--- src/sv/bdclp_pkg.sv ---
// shared types and constants of the button debounce and long press block
package bdclp_pkg;

    localparam int NUM_BUTTONS = 3;
    localparam int TIME_W      = 16;
    localparam int LEVEL_W     = 3;
    localparam int IDX_W       = 2;
    localparam int CFG_IDX_W   = 2;

    localparam logic [TIME_W-1:0] DEBOUNCE_RESET = TIME_W'(20);
    localparam logic [TIME_W-1:0] LONG_RESET     = TIME_W'(1000);

    typedef enum logic [CFG_IDX_W-1:0] {
        REG_DEBOUNCE = 2'd0,
        REG_LONG     = 2'd1
    } t_cfg_reg;

    typedef enum logic [1:0] {
        EV_DOWN    = 2'd0,
        EV_CLICK   = 2'd1,
        EV_LONG    = 2'd2,
        EV_RELEASE = 2'd3
    } t_event;

    typedef struct packed {
        logic   valid;
        t_event code;
    } t_lane_ev;

endpackage

--- src/sv/bdclp_lane.sv ---
// one button lane: status, held-time accumulator and event decision
module bdclp_lane
    import bdclp_pkg::*;
(
    input  logic              i_clk,
    input  logic              i_rst_n,
    input  logic              i_tick,
    input  logic              i_held,
    input  logic [TIME_W-1:0] i_span,
    input  logic [TIME_W-1:0] i_debounce,
    input  logic [TIME_W-1:0] i_long,
    output t_lane_ev          o_ev
);

    typedef enum logic [1:0] {
        ST_UP      = 2'd0,
        ST_PRESSED = 2'd1,
        ST_LONG    = 2'd2
    } t_status;

    t_status           r_status;
    t_status           n_status;
    logic [TIME_W-1:0] r_held;
    logic [TIME_W-1:0] n_held;
    logic [TIME_W:0]   sum;
    logic [TIME_W-1:0] sat;

    assign sum = {1'b0, r_held} + {1'b0, i_span};
    assign sat = sum[TIME_W] ? {TIME_W{1'b1}} : sum[TIME_W-1:0];

    always_comb begin
        n_status   = r_status;
        n_held     = r_held;
        o_ev.valid = 1'b0;
        o_ev.code  = EV_DOWN;
        unique case (r_status)
            ST_PRESSED: begin
                if (i_held) begin
                    n_held = sat;
                    if (sat >= i_long) begin
                        n_status   = ST_LONG;
                        o_ev.valid = 1'b1;
                        o_ev.code  = EV_LONG;
                    end
                end else begin
                    n_held     = '0;
                    n_status   = ST_UP;
                    o_ev.valid = 1'b1;
                    o_ev.code  = EV_CLICK;
                end
            end
            ST_LONG: begin
                if (i_held) begin
                    n_held = sat;
                end else begin
                    n_held     = '0;
                    n_status   = ST_UP;
                    o_ev.valid = 1'b1;
                    o_ev.code  = EV_RELEASE;
                end
            end
            default: begin
                n_held   = i_held ? sat : '0;
                n_status = ST_UP;
                if (n_held >= i_debounce) begin
                    n_status   = ST_PRESSED;
                    o_ev.valid = 1'b1;
                    o_ev.code  = EV_DOWN;
                end
            end
        endcase
    end

    always_ff @(posedge i_clk) begin
        if (!i_rst_n) begin
            r_status <= ST_UP;
            r_held   <= '0;
        end else if (i_tick) begin
            r_status <= n_status;
            r_held   <= n_held;
        end
    end

endmodule

--- src/sv/bdclp_merge.sv ---
// merge stage: holds the events of one tick and sends them in button order
module bdclp_merge
    import bdclp_pkg::*;
(
    input  logic             i_clk,
    input  logic             i_rst_n,
    input  logic             i_load,
    input  t_lane_ev         i_ev [NUM_BUTTONS],
    input  logic             i_out_ready,
    output logic             o_free,
    output logic             o_out_valid,
    output logic [IDX_W-1:0] o_button_index,
    output logic [1:0]       o_event_code,
    output logic             o_last_event
);

    logic [NUM_BUTTONS-1:0] r_pend;
    logic [NUM_BUTTONS-1:0] n_pend;
    t_event                 r_code [NUM_BUTTONS];
    logic [IDX_W-1:0]       sel;
    logic [NUM_BUTTONS-1:0] sel_mask;
    logic [NUM_BUTTONS-1:0] rest;
    logic                   take;

    // lowest pending lane
    always_comb begin
        sel      = '0;
        sel_mask = '0;
        for (int i = NUM_BUTTONS - 1; i >= 0; i--) begin
            if (r_pend[i]) begin
                sel      = IDX_W'(i);
                sel_mask = NUM_BUTTONS'(1) << i;
            end
        end
    end

    assign rest           = r_pend & ~sel_mask;
    assign o_out_valid    = |r_pend;
    assign o_button_index = sel;
    assign o_event_code   = r_code[sel];
    assign o_last_event   = (rest == '0);
    assign take           = o_out_valid && i_out_ready;
    assign o_free         = !o_out_valid || (take && o_last_event);

    always_comb begin
        n_pend = take ? rest : r_pend;
        if (i_load) begin
            for (int i = 0; i < NUM_BUTTONS; i++) begin
                n_pend[i] = i_ev[i].valid;
            end
        end
    end

    always_ff @(posedge i_clk) begin
        if (!i_rst_n) begin
            r_pend <= '0;
        end else begin
            r_pend <= n_pend;
        end
    end

    always_ff @(posedge i_clk) begin
        if (i_load) begin
            for (int i = 0; i < NUM_BUTTONS; i++) begin
                r_code[i] <= i_ev[i].code;
            end
        end
    end

endmodule

--- src/sv/button_debounce_click_long_press.sv ---
// top level of the button debounce, click and long press detector
//
//  channel | valid        | ready        | word
//  --------+--------------+--------------+-----------------------------------------
//  tick in | i_in_valid   | o_in_ready   | i_elapsed, i_pressed_levels
//  event   | o_out_valid  | i_out_ready  | o_button_index, o_event_code, o_last_event
//  config  | i_cfg_valid  | o_cfg_ready  | i_cfg_index, i_cfg_data
//
// a tick with k events puts k words on the event port, one word per event;
// a tick with no event puts none. the next tick is taken in the cycle
// the last word of the previous one leaves, set by the single merge register.
// all lanes update in the cycle the tick is taken. synchronous active-low
// reset clears status, held times and pending words and loads register defaults.
// a stalled event port holds the current word and blocks new ticks.
module button_debounce_click_long_press
    import bdclp_pkg::*;
(
    input  logic                 i_clk,
    input  logic                 i_rst_n,
    input  logic                 i_in_valid,
    output logic                 o_in_ready,
    input  logic [TIME_W-1:0]    i_elapsed,
    input  logic [LEVEL_W-1:0]   i_pressed_levels,
    output logic                 o_out_valid,
    input  logic                 i_out_ready,
    output logic [IDX_W-1:0]     o_button_index,
    output logic [1:0]           o_event_code,
    output logic                 o_last_event,
    input  logic                 i_cfg_valid,
    output logic                 o_cfg_ready,
    input  logic [CFG_IDX_W-1:0] i_cfg_index,
    input  logic [TIME_W-1:0]    i_cfg_data
);

    logic [TIME_W-1:0] r_debounce;
    logic [TIME_W-1:0] r_long;
    logic              tick;
    t_lane_ev          lane_ev [NUM_BUTTONS];

    assign o_cfg_ready = 1'b1;
    assign tick        = i_in_valid && o_in_ready;

    always_ff @(posedge i_clk) begin
        if (!i_rst_n) begin
            r_debounce <= DEBOUNCE_RESET;
            r_long     <= LONG_RESET;
        end else if (i_cfg_valid) begin
            if (i_cfg_index == REG_DEBOUNCE) begin
                r_debounce <= i_cfg_data;
            end else if (i_cfg_index == REG_LONG) begin
                r_long <= i_cfg_data;
            end
        end
    end

    for (genvar g = 0; g < NUM_BUTTONS; g++) begin : g_lane
        bdclp_lane u_lane (
            .i_clk      (i_clk),
            .i_rst_n    (i_rst_n),
            .i_tick     (tick),
            .i_held     (i_pressed_levels[g]),
            .i_span     (i_elapsed),
            .i_debounce (r_debounce),
            .i_long     (r_long),
            .o_ev       (lane_ev[g])
        );
    end

    bdclp_merge u_merge (
        .i_clk          (i_clk),
        .i_rst_n        (i_rst_n),
        .i_load         (tick),
        .i_ev           (lane_ev),
        .i_out_ready    (i_out_ready),
        .o_free         (o_in_ready),
        .o_out_valid    (o_out_valid),
        .o_button_index (o_button_index),
        .o_event_code   (o_event_code),
        .o_last_event   (o_last_event)
    );

endmodule

--- config.mk ---
export PLATFORM = sky130hd
export DESIGN_NAME = button_debounce_click_long_press
export DESIGN_NICKNAME = d
export VERILOG_FILES = /design/src/sv/bdclp_pkg.sv /design/src/sv/bdclp_lane.sv /design/src/sv/bdclp_merge.sv /design/src/sv/button_debounce_click_long_press.sv
export SDC_FILE = /design/constraint.sdc
export NUM_CORES = 1
export LEC_CHECK = 0
export BUFFER_PORTS_ARGS = -buffer_cell sky130_fd_sc_hd__buf_2
export CAP_MARGIN = 20
export CORE_AREA = 2 2 110 139
export DETAILED_ROUTE_END_ITERATION = 7
export DIE_AREA = 0 0 112 141
export PLACE_DENSITY = 0.76
export SYNTH_ARGS = -nofsm -noshare
export SYNTH_HDL_FRONTEND = slang
export SYNTH_SLANG_ARGS = --single-unit
--- constraint.sdc ---
create_clock -name i_clk -period 4.8 [get_ports i_clk]
set_clock_uncertainty 0.15 [all_clocks]
set_input_delay 0.24 -clock i_clk [delete_from_list [all_inputs] [get_ports i_clk]]
set_output_delay 0.24 -clock i_clk [all_outputs]
set_load 0.01 [all_outputs]
# --- Word level (Yosys, flattened, before mapping) ---
# Memory sizes are Yosys's and may differ from the RTL's.
# Cells that the tools add are included.
word_totals:
  reg_bits: 89
  mem_bits_rw: 6
  elab_cells: 95
  memories: 1
mem_list:
  columns: ["memory", "depth", "width", "rd", "rd_ports_with_merged_regs", "wr", "line_no", "source"]
  rows:
  - ["u_merge.r_code", 3, 2, 1, 0, 3, "bdclp_merge.sv:19", "t_event r_code [NUM_BUTTONS];"]
op_classes:
  n_addsub: 3
  magnitude_cmp: 6
  n_eq_ne: 13
  mux: 46
  bitwise: 3
  n_reduce_logical: 14
ops:
  columns: ["op", "count"]
  rows:
  - ["$ge 16x16->1", 6]
  - ["$mux 16", 6]
  - ["$add 16x16->17", 3]
  - ["$mux 3", 17]
  - ["$mux 2", 12]
  - ["$pmux 3 s2", 3]
  - ["$pmux 2 s2", 3]
  - ["$reduce_and 3->1", 4]
  - ["$ne 3x2->1 const B", 3]
  - ["$eq 2x1->1 const B", 4]
  - ["$eq 2x2->1 const B", 3]
  - ["$ne 2x2->1 const B", 3]
  - ["$mux 1", 5]
  - ["$and 3x3->3", 1]
  - ["$logic_and 1x1->1", 3]
  - ["$logic_not 3->1", 1]
  - ["$not 3->3", 1]
  - ["$reduce_or 3->1", 1]
  - ["$logic_not 2->1", 1]
  - ["$reduce_and 2->1", 1]
  - ["$reduce_bool 2->1", 1]
  - ["$logic_not 1->1", 1]
  - ["$logic_or 1x1->1", 1]
  - ["$not 1->1", 1]

# --- Depth between registers and ports, before layout ---
# Gate-level depths: netlist of the first run.
depth:
  ltp_word: 11
  depth_mapped: 18
  ltp_nobuf: 17

# --- Modules after synthesis ---
# A second synthesis of the first run with hierarchy kept.
unflattened:
  cells_unflattened: 1144
  area_unflattened_um2: 9006.1
by_module_without_submodules:
  columns: ["module", "instances", "cells_per_inst", "area_per_inst_um2", "seq_area_each_um2"]
  rows:
  - ["bdclp_lane (g_lane[0].u_lane)", 1, 337, 2523.7, 360.3]
  - ["bdclp_lane (g_lane[2].u_lane)", 1, 320, 2381.0, 360.3]
  - ["bdclp_lane (g_lane[1].u_lane)", 1, 315, 2354.8, 360.3]
  - ["button_debounce_click_long_press", 1, 136, 1313.8, 640.6]
  - ["bdclp_merge", 1, 36, 432.9, 240.2]

# --- Worst setup path after synthesis of the first run ---
# No wires, ideal clock.
synth_timing:
  path_kind: "register -> register"
  startpoint: "register g_lane[2].u_lane.r_held[0]"
  endpoint: "register g_lane[2].u_lane.r_status[0]"
  t_arrival_ns: 3.701
  required_time_ns: 4.578
  path_slack_ns: 0.878
  stages_incl_launch_ff: 18
  period_less_slack_ns: 3.922
  path_cell_list: "dfxtp_1 ha_1 fa_1 a21o_1 a221o_1 a311o_1 nand2_2 a21oi_2 buf_6 nor2_2 ha_1 nand2b_1 a2111oi_0 nor3_1 o21ai_0 nand3b_1 o21ai_1 mux2i_1"
synth_via:
  elab_chain_len: 6
synth_rtl:
  columns: ["item", "line_no", "source"]
  rows:
  - ["start: declaration", "bdclp_lane.sv:23", "logic [TIME_W-1:0] r_held;"]
  - ["start signal: assignment", "bdclp_lane.sv:80", "r_held <= n_held;"]
  - ["$add 16x16->17 *", "bdclp_lane.sv:28", "assign sum = {1'b0, r_held} + {1'b0, i_span};"]
  - ["$mux 16 *", "bdclp_lane.sv:29", "assign sat = sum[TIME_W] ? {TIME_W{1'b1}} : sum[TIME_W-1:0];"]
  - ["$mux 16", "bdclp_lane.sv:63", "n_held = i_held ? sat : '0;"]
  - ["$ge 16x16->1", "bdclp_lane.sv:65", "if (n_held >= i_debounce) begin"]
  - ["$mux 1", "bdclp_lane.sv:65", null]
  - ["$pmux 2 s2", "bdclp_lane.sv:36", "unique case (r_status)"]
  - ["end signal: assignment", "bdclp_lane.sv:79", "r_status <= n_status;"]
  - ["end: declaration", "bdclp_lane.sv:21", "t_status r_status;"]
# Mark *: on every way between the ends. The rest lies on a longest branch, timed or not.
# A chain may end at the register's enable or synchronous reset.

# --- Worst setup path in the final report of the first run ---
# Ends and elaborated chain as after synthesis.

==> out/results.txt, run 1 <==
TritonCTS Sinks - 95
Final #Nets - 1319
arrival time at the worst endpoint - 4.68 ns
Residual DRC - 0
fraction of layout cells with a size suffix above 1 - 0.1010
Clk pin slew, worst setup/hold paths - 0.07 ns
Crit. End Element - register
Initial Utilization - 0.5835
DRT iter0 DRCs - 428
cell taking the most area after synthesis - ha_1
Synth Area in XOR/XNOR - 0.03486
Max Clk Rate - 219.5 MHz
switch share - 0.3861
row cnt - 50
Vias/cell - 6.022
compound-gate portion of the synthesized area - 0.2515
sequential power share - 0.304
Diodes inserted - 0
Initial DRT Pass Iterations - 5
Clock Latency Late Sink - 0.35 ns
Detailed Place HPWL - 17.79 mm
Max-Cap Viols - 0
Post-Synth Simple-Gate Area - 0.2001
combinational family with the most area after synthesis - compound AO/OA/AOI/OAI gates
reg-to-reg endpoint - g_lane[2].u_lane.r_status[0]
Synth Flop Type - dfxtp_1
CP Data Required Time - 4.93 ns
wire per inst - 17.13 um
P&R area growth vs syn - 11.09%
final period utilization - 0.9491
die area - 0.01579 mm2
r2r setup slk - 0.24 ns
die extent in x - 112 um
setup tns final - 0 ns
Yosys warning count - 0
Final min period - 4.556 ns
Seq/Total Area, Yosys - 0.2297
I/O Buffers - 48
CP Capture Point - g_lane[2].u_lane.r_status[0]
Post-synth EDFFs - 6
Cell Int Power - 1.834 mW
TritonCTS clock tree - done
core box area - 0.01464 mm2
Static Leak - 4.306 nW
GRT overflow - 0
final hold viol count - 0
worst-case clock buffer depth - 2
leading post-synthesis cells by cell area - ha_1 (22%), dfxtp_1 (21%), nand2_1 (6.0%)
CP startpoint kind - register
commonest non-fill, non-tap cell in the layout - ha_1
Multi-input gate area - 0.006213 mm2
Comb power frac - 0.452
final core occ - 0.6482
Cell Area, Synth - 0.008542 mm2
CP Class - register to register
synthesized netlist cell count - 1066
Worst Hold Class - input port to register
Sequential cell area - 0.001962 mm2
post-synthesis mux area share - 0.008203
I/O pin count - 50
Worst Path Max Fanout - 16
Avg Cell Area, Syn - 8.013 um2
Post-Synth Adder-Cell Area - 0.2267
Slew @ Worst Pin - 0.8234 ns
status - finished clean
Root Buffer - clkbuf_16
Global Route Usage Sum - 0.2881
setup violators final - 0
power per cell area - 314.9 mW/mm2
number of CTS-inserted buffers - 9
filler instances - 1305
Yosys top cell area share - 0.2197
crit path from - g_lane[2].u_lane.r_held[0]
Slew HR - 0.4511
number of global-route vias before repair - 7473
commonest cells after routing, fill and taps aside - ha_1 (150), nand2_1 (136), dfxtp_1 (89), inv_1 (73), nor2_1 (65)
unrepaired setup endpoints after global routing - no
Net Switching - 1.154 mW
r2r worst-path depth - 16
initial antenna violation count - 0
GPL Wtd Cong - 0.9041
first-pass GRT wire length - 36.83 mm
clock power share - 0.245
Chip Height - 141 um
Peak VDD IR - 0.1735 mV
total wire length - 22.45 mm
flops & latches, synth - 95
depth of the CTS H-tree - 3
DRT antenna net count - 0
Vias - 7895
Async SR Flop Fraction - 0
worst r2r src - g_lane[2].u_lane.r_held[0]
count of final max-slew check failures - 0
Synthesized Nets - 1261
largest net degree at the start of global routing - 52
Hold WS - 0.004582 ns
Yosys cell types - 78
==> layer usage <==
layer | part of all wire | GRT usage
met5 | 0 | 0
met4 | 0.032 | 0.1033
met3 | 0.057 | 0.04084
met2 | 0.46 | 0.4861
met1 | 0.45 | 0.3767
==> stage by stage <==
stage,power (mW),cells,setup slack (ns),area [um2]
2_1_floorplan,1.837,1066,0.8776,8542
3_3_place_gp,2.197,1281,0.2288,9006
3_5_place_dp,2.222,1281,0.1359,9006
4_1_cts,2.964,1308,0.1740,9415
5_1_grt,3.198,1311,0.01289,9489
6_report,2.988,1311,0.2444,9489
==> what timing repair did <==
item	4_1_cts	5_1_grt
resized for setup	0	7
hold buffers	11	0
setup endpoints to repair	0	8
buffers inserted	0	1
endpoints found under the hold margin	12	0
==> power groups by stage <==
stage          registers, mW  clock network (mW)  logic, mW
6_report               0.907               0.731       1.35
5_1_grt                0.915               0.773       1.51
4_1_cts                0.907               0.742       1.31
3_5_place_dp           0.925                   0       1.30
3_3_place_gp           0.922                   0       1.27
2_1_floorplan          0.907                   0      0.929
==> final cells by class <==
cell class / count / share of cell area
Clock inverter: 6 / 0.007384
Tap cell: 182 / 0.02400
Inverter: 74 / 0.02927
Sequential cell: 95 / 0.2068
Clock buffer: 10 / 0.02413
Multi-Input combinational cell: 866 / 0.6548
Timing Repair Buffer: 78 / 0.05367
==> cells in the mapped netlist (4+ instances only) <==
master      n
buf_2       7
nor2b_1    31
nand4_1    10
a21oi_1    60
o21a_1     10
nor2_1     66
nand3_1    14
or3_1       4
a21o_1     34
a22o_1     20
mux2i_1     7
a211oi_1   10
nor3_1     10
nor2_2      7
a31oi_1    16
nand3b_1    5
inv_1      73
nand2b_1   23
or2_2       4
and2_1     19
edfxtp_1    6
xor2_1      6
o21ai_0    50
dfxtp_1    89
and3_1      9
clkbuf_1   21
nand2_1   136
ha_1      150
o211ai_1   20
a21boi_0   27
o21ai_1    21
xnor2_1    28
==> logic make-up (layout without fill, tap and decap cells) <==
| family | after synthesis | in the layout |
|---|---|---|
| XOR/XNOR | 34 | 34 |
| multiplexers | 7 | 7 |
| adder cells (fa/ha/maj) | 153 | 153 |
| AND/OR/NAND/NOR | 353 | 353 |
| AO/OA/AOI/OAI | 318 | 318 |
| other | 1 | 1 |
| buffers and inverters | 105 | 168 |
| flip-flops | 95 | 95 |
==> flip-flops by register name (all words and copies together) (netlist names) <==
| register | count |
|---|---|
| g_lane.u_lane.r_held | 48 |
| r_debounce | 16 |
| r_long | 16 |
| g_lane.u_lane.r_status | 6 |
| u_merge.r_code | 6 |
| u_merge.r_pend | 3 |
==> worst max-delay path: stages, from the launching register on <==
cell and delay [ns]:
dfxtp_1 0.33, ha_1 0.23, fa_1 0.43, a21o_1 0.23, a221o_1 0.37, a311o_1 0.39, nand2_2 0.16, a21oi_4 0.17
nor2_2 0.23, inv_1 0.07, ha_1 0.27, a2111oi_0 0.41, nor3_1 0.12, o21ai_0 0.27, nand3b_1 0.21, o21ai_1 0.25
mux2i_1 0.19
==> worst min path at each step <==
stage,from,endpoint,cells after the start,slack [ns]
2_1_floorplan,i_cfg_data[2],r_debounce[2],2,0.23
3_3_place_gp,g_lane[2].u_lane.r_held[10],g_lane[2].u_lane.r_held[10],2,0.29
3_5_place_dp,g_lane[2].u_lane.r_held[6],g_lane[2].u_lane.r_held[6],2,0.30
4_1_cts,i_cfg_data[14],r_debounce[14],3,0.0009
5_1_grt,i_cfg_data[13],r_long[13],3,0.03
6_report,i_cfg_data[14],r_debounce[14],3,0.005
No activity file was read; power rests on OpenSTA's default activity.
==> inputs of run 2 (changes only) <==
Settings changed: CORE_AREA 2 2 110 139 to 2 2 118 149, DIE_AREA 0 0 112 141 to 0 0 120 151, PLACE_DENSITY 0.76 to 0.7, SYNTH_HIERARCHICAL set to 1.
==> run 2 against run 1 <==
Net effect: via count rose by 5.0%; setup slack improved by 0.090 ns; clock power is 1% lower; critical path depth is 1 higher; critical path type unchanged; critical endpoint is now u_merge/r_pend[0]; largest cell class unchanged; largest power group unchanged.
==> out/results.txt, run 2 <==
initial antenna violation count - 0
die area - 0.01812 mm2
Post-synth EDFFs - 6
Hold Path Cell Cnt - 3
I/O pin count - 50
Final Cell Area - 0.009823 mm2
Clock Latency Late Sink - 0.36 ns
Vias/cell - 5.853
final period utilization - 0.9303
Seq/Total Area, Yosys - 0.2178
TritonCTS clock tree - done
Detailed Place HPWL - 20.24 mm
Diodes inserted - 0
TritonCTS Sinks - 95
Crit. End Element - register
Root Buffer - clkbuf_16
Final min period - 4.466 ns
Clk pin slew, worst setup/hold paths - 0.07 ns
final core occ - 0.5902
Yosys top cell area share - 0.2084
Slew HR - 0.3008
worst r2r src - g_lane[0].u_lane/r_held[0]
GPL Wtd Cong - 0.9668
Yosys cell types - 80
core box area - 0.01664 mm2
Vias - 8293
Peak VDD IR - 0.1655 mV
number of buffer and inverter stages on the critical path - 1
status - finished clean
biggest regs - g_lane.u_lane/r_held (48), r_debounce (16), r_long (16)
arrival time at the worst endpoint - 4.57 ns
cell taking the most area after synthesis - ha_1
Worst Setup Slack post-DPL - 0.3296 ns
count of final max-slew check failures - 0
fin cells - 1417
hold_sp - i_cfg_data[11]
commonest cells after routing, fill and taps aside - ha_1 (150), inv_1 (141), nand2_1 (133), dfxtp_1 (89), a21oi_1 (85)
Synthesized Nets - 1339
leading post-synthesis cells by cell area - ha_1 (21%), dfxtp_1 (20%), inv_1 (5.9%)
DP Cell Count - 1388
CP top delay family - compound AO/OA/AOI/OAI gates
commonest non-fill, non-tap cell in the layout - ha_1
wire per inst - 17.85 um
Max Clk Rate - 223.9 MHz
crit path from - g_lane[0].u_lane/r_held[0]
cell with the most instances after synthesis - ha_1
depth of the CTS H-tree - 3
CP Data Required Time - 4.90 ns
Synth Flop Type - dfxtp_1
Initial Utilization - 0.5411
number of global-route vias before repair - 7710
Largest Register - g_lane.u_lane/r_held
first-pass GRT wire length - 39.88 mm
final hold viol count - 0
Worst Path Max Fanout - 3
crit-path cells - ha_1, fa_1, a21oi_1, o21ai_0, o21ba_2, or4_1, a31oi_1, inv_1, ha_1, and3_1, and3_1, a221oi_1, o211ai_1, nand3b_1, nand3b_1, a21oi_1, nor2b_1
Static Leak - 4.572 nW
Initial DRT Pass Iterations - 8
P&R area growth vs syn - 9.072%
GRT overflow - 0
setup ws final - 0.3345 ns
r2r worst-path depth - 17
setup violators final - 0
synthesized netlist cell count - 1144
unrepaired setup endpoints after global routing - no
Worst Hold Class - input port to register
Final #Nets - 1387
flops & latches, synth - 95
power per cell area - 319.7 mW/mm2
max reg flops - 48
Max-Cap Viols - 0
Yosys warning count - 6
number of CTS-inserted buffers - 9
Global Route Usage Sum - 0.2861
CP Class - register to register
Commonest cells post-synth - ha_1 (150), inv_1 (141), nand2_1 (133)
setup tns final - 0 ns
Residual DRC - 0
Final Power - 3.140 mW
CP startpoint kind - register
total wire length - 25.29 mm
Cell Area, Synth - 0.009006 mm2
largest net degree at the start of global routing - 61
Chip Height - 151 um
DRT iter0 DRCs - 569
DRT antenna net count - 0
worst-path cell with the longest stage delay - or4_1
Avg Cell Area, Syn - 7.872 um2
delay of the slowest critical-path stage - 0.47 ns
row cnt - 53
Levels on crit path - 17
worst-case clock buffer depth - 2
fraction of layout cells with a size suffix above 1 - 0.09273
Hold WS - 0.001557 ns
die extent in x - 120 um
Slew @ Worst Pin - 1.045 ns
Async SR Flop Fraction - 0
placed cell areas - 0.009403 mm2
I/O Buffers - 48
filler instances - 1552
-- run 2: worst register-to-register path, cell delays in order, from the launching register on --
cell      delay (ns)
dfxtp_1         0.32
ha_1            0.21
fa_1            0.41
a21oi_1         0.24
o21ai_0         0.23
o21ba_2         0.27
or4_1           0.47
a31oi_1         0.37
inv_1           0.09
ha_1            0.30
and3_1          0.16
and3_1          0.18
a221oi_1        0.33
o211ai_1        0.17
nand3b_1        0.15
nand3b_1        0.09
a21oi_1         0.16
nor2b_1         0.06
-- run 2: logic make-up after synthesis --
group,count (synthesis),synth area share
AOI/OAI and AO/OA,309,0.2274
xor gates and xnor gates,33,0.03209
adders and majority gates,154,0.2162
buffers and inverters,179,0.08419
DFF,95,0.2178
muxes,29,0.03251
other,1,0.0004164
and+or+nand+nor,344,0.1894
-- run 2: layout make-up --
type	instances	area, um2	area share
multi-input combinational	870	6291	0.6404
sequential	95	1962	0.1997
inverter	141	529.3	0.05388
timing repair buffer	75	473.0	0.04815
tap	220	275.3	0.02802
clock buffer	10	239.0	0.02433
clock inverter	6	53.80	0.005477
-- run 2: final timing paths --
path | end | slack [ns]
min | r_debounce[11] | 0.002
max | u_merge/r_pend[0] | 0.33
max reg2reg | u_merge/r_pend[0] | 0.33
min reg2reg | g_lane[1].u_lane/r_held[10] | 0.30
-- run 2: report_power, final --
part,internal (mW),switching (mW)
Clock,0.373,0.350
Combinational,0.600,0.879
Sequential,0.871,0.0685
-- run 2: per-layer routing --
metal / wire length [um] / GRT usage / vias up / part of all wire
met3: 1296 / 0.03200 / 57 / 0.051
met4: 1010 / 0.1271 / 0 / 0.040
met5: 0 / 0 / - / 0
met2: 11560 / 0.4787 / 230 / 0.46
met1: 11430 / 0.3717 / 3855 / 0.45
li1: - / - / 4151 / -
-- run 2: timing repair --
action / 4_1_cts / 5_1_grt
endpoints found under the hold margin: 16 / 0
endpoints found under the setup margin: 0 / 0
hold buffers: 12 / 0
buffers inserted: 0 / 0
resized for setup: 0 / 0
==> inputs of run 3 (changes only) <==
Settings changed: CORE_AREA 2 2 118 149 to 3 3 119 150, CTS_BUF_LIST set to sky130_fd_sc_hd__clkbuf_4, DIE_AREA 0 0 120 151 to 0 0 122 153, PLACE_DENSITY 0.7 to 0.72.
==> run 3 against run 2 <==
Net effect: maximum frequency shrank 1.3%; final cell count grew 0.71%; clock-buffer cell count grew 1; worst hold slack gained 0.093 ns; critical path depth is the same; core utilization shrank 0.31 points; global-route usage shrank 1.3 points; first-iteration DRC count grew 14%; combinational power is essentially flat; via count grew 0.34%; cell area shrank 0.52%.
==> out/results.txt, run 3 (same netlist as run 2, synthesis figures left out) <==
status - finished clean
Hold Path Cell Cnt - 2
fraction of layout cells with a size suffix above 1 - 0.09204
DRT antenna net count - 0
Initial DRT Pass Iterations - 6
Initial Utilization - 0.5411
Crit. End Element - register
power per cell area - 296.6 mW/mm2
Final #Nets - 1396
initial antenna violation count - 1
Vias - 8321
r2r setup slk - 0.28 ns
Setup Fix Bufs, Post-CTS - 0
Largest Register - g_lane.u_lane/r_held
Final min period - 4.524 ns
Detailed Place HPWL - 20.04 mm
TritonCTS clock tree - done
hold_sp - i_pressed_levels[2]
die area - 0.01867 mm2
Clock Latency Late Sink - 0.49 ns
Worst Hold Class - input port to register
arrival time at the worst endpoint - 4.77 ns
GRT overflow - 0
commonest non-fill, non-tap cell in the layout - ha_1
Global Route Usage Sum - 0.2732
DRT iter0 DRCs - 650
final hold viol count - 0
number of CTS-inserted buffers - 9
count of final max-slew check failures - 0
setup violators final - 0
GPL Wtd Cong - 0.9255
depth of the CTS H-tree - 3
Worst Setup Slack post-DPL - 0.2936 ns
worst-case clock buffer depth - 2
Final Cell Area - 0.009772 mm2
wire per inst - 17.64 um
unrepaired setup endpoints after global routing - no
Chip Height - 153 um
placed cell areas - 0.009395 mm2
die extent in x - 122 um
number of global-route vias before repair - 7841
CP Class - register to register
CP Data Required Time - 5.04 ns
Max Clk Rate - 221.0 MHz
CP startpoint kind - register
row cnt - 53
Vias/cell - 5.831
TritonCTS Sinks - 95
setup tns final - 0 ns
biggest regs - g_lane.u_lane/r_held (48), r_debounce (16), r_long (16)
I/O pin count - 50
Slew HR - 0.4254
total wire length - 25.17 mm
Slew @ Worst Pin - 0.8619 ns
setup ws final - 0.2759 ns
Peak VDD IR - 0.1474 mV
final core occ - 0.5871
worst hold endpoint - u_merge/r_code[2][0]
I/O Buffers - 48
max reg flops - 48
worst r2r src - g_lane[0].u_lane/r_held[0]
Root Buffer - clkbuf_4
Residual DRC - 0
Clk pin slew, worst setup/hold paths - 0.16 ns
commonest cells after routing, fill and taps aside - ha_1 (150), inv_1 (141), nand2_1 (133), dfxtp_1 (89), a21oi_1 (85)
Hold WS - 0.09442 ns
largest net degree at the start of global routing - 59
final period utilization - 0.9425
P&R area growth vs syn - 8.502%
Worst Path Max Fanout - 3
first-pass GRT wire length - 40.12 mm
Max-Cap Viols - 0
r2r worst-path depth - 17
core box area - 0.01664 mm2
reg-to-reg endpoint - u_merge/r_pend[0]
Static Leak - 4.551 nW
==> run 3: final cells by class <==
cell class	count	area [um2]
Antenna cell	1	2.502
Clock inverter	5	66.31
Multi-Input combinational cell	870	6291
Timing Repair Buffer	84	563.0
Tap cell	220	275.3
Inverter	141	529.3
Sequential cell	95	1962
Clock buffer	11	82.58
Fill cell	1556	6873
==> run 3: stage by stage <==
stage	instances	power, mW
after floorplan	1144	1.999
after global placement	1387	2.364
after detailed placement	1387	2.395
after CTS	1424	2.890
after global routing	1427	3.150
final	1427	2.898
==> run 3: timing repair <==
item                      CTS  global route
resized for setup           0             0
hold buffers               21             0
hold endpoints to repair   38             0
==> run 3: report_power, final <==
part / switching (mW) / internal, mW / total [mW] / leakage (nW)
Combinational: 0.880 / 0.604 / 1.48 / 3.68
Sequential: 0.0707 / 0.872 / 0.942 / 0.787
Clock: 0.295 / 0.177 / 0.472 / 0.0796
==> run 3: worst max-delay path by stage <==
stage,from,to,slack (ns),cells after the start
after floorplan,g_lane[0].u_lane/r_held[0],u_merge/r_pend[0],0.88,17
after global placement,i_elapsed[0],u_merge/r_pend[0],0.39,18
after detailed placement,i_elapsed[0],u_merge/r_pend[0],0.29,18
after CTS,g_lane[0].u_lane/r_held[0],u_merge/r_pend[0],0.36,17
after global routing,g_lane[0].u_lane/r_held[0],u_merge/r_pend[0],0.03,17
final,g_lane[0].u_lane/r_held[0],u_merge/r_pend[0],0.28,17
==> run 3: metal layers <==
| layer | GRT usage | vias up | share of wire |
|---|---|---|---|
| met5 | 0 | - | 0 |
| met4 | 0.1212 | 0 | 0.048 |
| met3 | 0.03590 | 52 | 0.051 |
| met2 | 0.4312 | 242 | 0.45 |
| met1 | 0.3711 | 3862 | 0.45 |
| li1 | - | 4165 | - |
==> run 3: worst max-delay path, cell delays in order, from the launching register on <==
cell and delay [ns]:
dfxtp_1 0.35, ha_1 0.21, fa_1 0.41, a21oi_1 0.25
o21ai_0 0.22, o21ba_2 0.27, or4_1 0.47, a31oi_1 0.38
inv_1 0.09, ha_1 0.30, and3_1 0.16, and3_1 0.18
a221oi_1 0.35, o211ai_1 0.19, nand3b_1 0.15, nand3b_1 0.08
a21oi_1 0.15, nor2b_1 0.06
